==> config.mk <==
export PLATFORM = sky130hd
export DESIGN_NAME = kge_ctrl
export DESIGN_NICKNAME = d
export VERILOG_FILES = /design/src/hw/rtl/kge_pkg.sv /design/src/hw/rtl/kge_ctrl.sv
export SDC_FILE = /design/constraint.sdc
export NUM_CORES = 1
export LEC_CHECK = 0
export BUFFER_PORTS_ARGS = -buffer_cell sky130_fd_sc_hd__buf_2
export CORE_AREA = 2 2 39 41
export DETAILED_ROUTE_END_ITERATION = 12
export DIE_AREA = 0 0 41 43
export PLACE_DENSITY_LB_ADDON = 0.08
export SYNTH_ARGS = -nofsm -noshare
export SYNTH_HDL_FRONTEND = slang
export SYNTH_SLANG_ARGS = --single-unit
==> constraint.sdc <==
create_clock -name aclk -period 1.4 [get_ports aclk]
set_input_delay 0.07 -clock aclk [delete_from_list [all_inputs] [get_ports aclk]]
set_output_delay 0.07 -clock aclk [all_outputs]
set_load 0.05 [all_outputs]
==> src/hw/rtl/kge_pkg.sv <==
package kge_pkg;
    localparam int DataWidth = 16;
    localparam int FracBits  = 12;
    localparam int MaxDim    = 1024;
    localparam int AccWidth  = 48;
    localparam int CntWidth  = $clog2(MaxDim + 1);

    typedef enum logic [1:0] {
        MODE_TRANSE   = 2'd0,
        MODE_DISTMULT = 2'd1,
        MODE_COMPLEX  = 2'd2,
        MODE_ROTATE   = 2'd3
    } mode_t;

    typedef enum logic [2:0] {
        ST_IDLE, ST_S1, ST_S2, ST_S3, ST_SQRT, ST_OUT
    } state_t;

    typedef struct packed {
        logic load;     // capture input item
        logic stage1;   // first products
        logic stage2;   // combine products
        logic stage3;   // accumulate
        logic sqrt_start;
        logic sqrt_step;
        logic finish;   // load result register
        logic clear;    // clear accumulator after output
    } dp_cmd_t;

    typedef struct packed {
        logic last;
        logic dist_mode;
        logic sqrt_done;
    } dp_status_t;
endpackage

==> src/hw/rtl/kge_ctrl.sv <==
module kge_ctrl (
    input  logic                aclk,
    input  logic                aresetn,
    input  logic                in_valid,
    output logic                in_ready,
    output logic                out_valid,
    input  logic                out_ready,
    input  kge_pkg::dp_status_t status,
    output kge_pkg::dp_cmd_t    cmd
);
    import kge_pkg::*;

    state_t state_reg, state_next;
    logic   ovalid_reg, ovalid_next;

    always_ff @(posedge aclk) begin
        if (!aresetn) begin
            state_reg  <= ST_IDLE;
            ovalid_reg <= 1'b0;
        end else begin
            state_reg  <= state_next;
            ovalid_reg <= ovalid_next;
        end
    end

    assign out_valid = ovalid_reg;

    always_comb begin
        state_next  = state_reg;
        ovalid_next = ovalid_reg;
        cmd         = '0;
        in_ready    = 1'b0;
        if (ovalid_reg && out_ready) begin
            ovalid_next = 1'b0;
        end
        unique case (state_reg)
            ST_IDLE: begin
                in_ready = 1'b1;
                if (in_valid) begin
                    cmd.load   = 1'b1;
                    state_next = ST_S1;
                end
            end
            ST_S1: begin
                cmd.stage1 = 1'b1;
                state_next = ST_S2;
            end
            ST_S2: begin
                cmd.stage2 = 1'b1;
                state_next = ST_S3;
            end
            ST_S3: begin
                cmd.stage3 = 1'b1;
                if (!status.last) begin
                    state_next = ST_IDLE;
                end else if (status.dist_mode) begin
                    state_next = ST_SQRT;
                end else begin
                    state_next = ST_OUT;
                end
            end
            ST_SQRT: begin
                if (status.sqrt_done) begin
                    state_next = ST_OUT;
                end else begin
                    cmd.sqrt_step = 1'b1;
                end
            end
            ST_OUT: begin
                // result register is free once the previous score is taken
                if (!ovalid_reg || out_ready) begin
                    cmd.finish  = 1'b1;
                    cmd.clear   = 1'b1;
                    ovalid_next = 1'b1;
                    state_next  = ST_IDLE;
                end
            end
            default: state_next = ST_IDLE;
        endcase
        cmd.sqrt_start = cmd.stage3 & status.last;
    end
endmodule

**Word-level counts from Yosys, hierarchy flattened**

Cells that the tools add are included.

- Logic and storage cells: 35
- Output and inout bits: 10
- Memories kept: 0
- Bits in latches: 0
- Register bits: 4
- Bits in read-only memories: 0
- Bits in writable memories: 0
- Input port bits: 7

- Eq/ne operators: 8
- Reductions and logical operators: 5
- Div/mod/pow operators: 0
- Shift-type cells: 0
- $add $sub $neg: 0
- $mul: 0
- $lt $le $gt $ge: 0
- Bitwise logic cells: 1
- Multiplexer cells: 19

Operator list:

| cell | number |
|---|---|
| 3-bit one-hot mux with 6 select lines | 1 |
| 1-bit 2-to-1 mux | 12 |
| 3-bit 2-to-1 mux | 4 |
| 3-bit by 2-bit equality test with 1-bit output (second input constant) | 2 |
| 3-bit equality test (second input constant) | 2 |
| 2-bit != test (second input constant) | 3 |
| 2-bit 2-to-1 mux | 2 |
| 3-bit by 1-bit equality test with 1-bit output (second input constant) | 1 |
| 3-bit logical NOT | 1 |
| 3-bit AND reduction | 1 |
| 1-bit AND | 1 |
| 1-bit logical AND | 1 |
| 1-bit logical NOT | 1 |
| 1-bit logical OR | 1 |

**Longest topological paths before layout**

- Depth in word-level cells: 4
- Depth in mapped cells: 4
- Mapped depth without buffers: 3

**Worst setup path after synthesis**

OpenSTA, ideal clock, no wires.

- Path kind: reg-to-output
- Start: register ovalid_reg (netlist: out_valid)
- End: output port cmd[1] (netlist name)
- Buffers on the path: 1
- Setup slack: -428 ps
- Required time: 1,330 ps
- Stages on the path, launching flop included: 4
- Arrival time: 1,758 ps
- Path through: dfxtp_1 -> nand2b_1 -> nor2b_1 -> buf_4

RTL lines:

| element | RTL line | RTL |
|---|---|---|
| from (decl) | kge_ctrl.sv:14 | `logic ovalid_reg, ovalid_next;` |
| from (signal assigned) | kge_ctrl.sv:22 | `ovalid_reg <= ovalid_next;` |
| to (decl) | kge_ctrl.sv:9 | `output kge_pkg::dp_cmd_t cmd` |

==> results.json <==
{
  "die_y_um": 43,
  "drcViolationCount": 0,
  "slew_headroom": 0.832,
  "antenna_found_initial": 0,
  "dpl.hpwl_um": 540,
  "setup_viol": 0,
  "largest_reg_flops": 3,
  "die_w_um": 41,
  "p_switching_uw": 206,
  "row_count": 14,
  "synthCells": 30,
  "yosys_warnings": 0,
  "clkPwrFrac": 0.280,
  "seq_power_share": 0.314,
  "worstReg2RegStart": "state_reg[2]",
  "worstPathCellList": "and3b_2, and2_4, buf_2",
  "grt.total_usage": 0.0964,
  "final_layout_size_suffix_gt1_frac": 0.660,
  "slowest_delay_ns": 0.43,
  "cts_tree": "built",
  "fin_crit_ns": 1.34,
  "final_cell_count_no_fill": 63,
  "die-area_um2": 1760,
  "total_power_uw": 501,
  "ir_drop_mv": 0.487,
  "fin_skew_ns": 0.00120,
  "netlist-cell-type-count": 24,
  "cts_made_buffers": 3,
  "cts_root_buf": "clkbuf_4",
  "hold_ws_ns": 0.0930,
  "startpoint_type": "register",
  "max_cap_viol_count": 0,
  "cts_hold_buf": 0,
  "grt_pass1_vias": 244,
  "drt_iter0_markers": 2,
  "grt_pass1_wl_mm": 1.05,
  "fin_util": 0.288,
  "cp.buffers_inverters": 1,
  "clk_latency_ns": 0.23,
  "cp_data_required_time_ns": 1.33,
  "holdCritPathClass": "primary input to register",
  "via_count": 276,
  "gp_congestion": 0.714,
  "swShare": 0.410,
  "critPathArrivalTime_ns": 1.27,
  "crit_type": "register to output pin",
  "ys_ff_latch": 4,
  "startpoint": "state_reg[1]",
  "hp-start": "aresetn",
  "viasPerCell": 4.38,
  "finalCritPeriodShare": 0.954,
  "fin_nets": 56,
  "postRouteAntennaNets": 0,
  "final-max-slew-violation-count": 0,
  "cts_sinks": 4,
  "area_growth_pct": 46.5,
  "globalRouteOverflowTotal": 0,
  "htree_num_levels": 1,
  "worstPathMaxFanout": 9,
  "leakage_nw": 0.197,
  "drtPass1Iterations": 2,
  "diodes": 0,
  "rsz0062_at_grt": "false",
  "critical_path.slowest_cell": "dfxtp_2",
  "clk_pin_slew_worst_paths_ns": 0.04,
  "comb_power_share": 0.406,
  "initial_core_util": 0.196,
  "grt_max_degree": 10,
  "place.port_buffers": 16,
  "cts-resized-gates": 3,
  "intPower_uw": 296,
  "hold_violations": 0,
  "cp-end-kind": "output pin",
  "routed_wl_um": 677,
  "wl_per_cell_um": 10.7,
  "yosysSeqAreaShare": 0.295,
  "status": "finished, final reports clean",
  "cp_top_family": "flip-flops",
  "avgSynthCellArea_um2": 9.05,
  "worst_pin_slew_ns": 0.253,
  "cts_setup_buffers": 0,
  "io_pins": 17,
  "p_per_area_nw_per_um2": 1260,
  "syn-cell-area_um2": 272,
  "dpl.cell_count": 60,
  "fmax_mhz": 749,
  "cts_buffer_depth": 2,
  "synth_nets": 37,
  "core_um2": 1380
}
## routing by layer
metal  GRT usage  up-vias  share of wire
li1            -      136              -
met1       0.119      125           0.40
met2       0.116       13           0.50
met3      0.0209        2          0.086
met4       0.120        0          0.010
met5           0        -              0
## path summary, 6_finish.rpt
path                  end  slack [ns]  cells after the start
max                cmd[3]        0.06                      3
min reg2reg     out_valid        0.56                      2
min          state_reg[2]        0.09                      2
max reg2reg  state_reg[2]        0.30                      3
## power groups by stage
| stage | logic [mW] | clock network, mW | registers, mW |
|---|---|---|---|
| 2_1_floorplan | 0.200 | 0 | 0.135 |
| 3_3_place_gp | 0.201 | 0 | 0.156 |
| 3_5_place_dp | 0.203 | 0 | 0.157 |
| 4_1_cts | 0.203 | 0.149 | 0.158 |
| 5_1_grt | 0.218 | 0.158 | 0.161 |
| 6_report | 0.203 | 0.140 | 0.158 |
## cells in the final DEF, fill, tap and decap left out, drive strengths merged
cell,count
o221ai,1
xor2,1
dfxtp,4
and4,1
and2,2
nand3b,1
nand2,1
nor3,2
nor3b,2
a21boi,1
o21ai,1
and3,1
clkbuf,3
o21a,1
buf,17
nand2b,3
nor2b,1
nor2,1
a21oi,1
inv,1
and3b,1
## final cells by class
class | instances | area, um^2
clock buffers | 3 | 22.5
fillers | 158 | 986
inverters | 1 | 3.75
multi-input cells | 22 | 178
flip-flops and latches | 4 | 83.8
well taps | 16 | 20.0
repair buffers | 17 | 90.1
## per-stage QoR
| stage | setup TNS (ns) | cell area, um^2 | setup slack (ns) |
|---|---|---|---|
| floorplan | -0.132 | 298 | -0.132 |
| global placement | 0 | 369 | 0.203 |
| global route | 0 | 398 | 0.00216 |
| CTS | 0 | 395 | 0.0243 |
| detailed placement | 0 | 369 | 0.179 |
| finish | 0 | 398 | 0.0644 |
## synthesized netlist by cell type, drive strengths merged
master  number  area share
a21oi        1       0.018
inv          1       0.014
o21a         1       0.028
clkbuf       1       0.051
nor2b        1       0.023
nor3         2       0.055
and3b        1       0.032
o221ai       1       0.032
and4         1       0.032
o21ai        1       0.018
and3         1       0.023
nand2        1       0.014
dfxtp        4        0.29
a21boi       1       0.028
and2         2       0.055
nand3b       1       0.028
nor2         1       0.014
nor3b        2       0.055
nand2b       3       0.069
xor2         1       0.032
buf          2       0.083
## kinds of logic (layout without fill, tap and decap cells)
family          count (synthesis)  count (layout)  synth area share
compound gates                  5               5             0.124
xor+xnor                        1               1            0.0323
buf+inv                         4              21             0.147
flops                           4               4             0.295
simple gates                   16              16             0.401
Power figures use the tool's default switching activity.
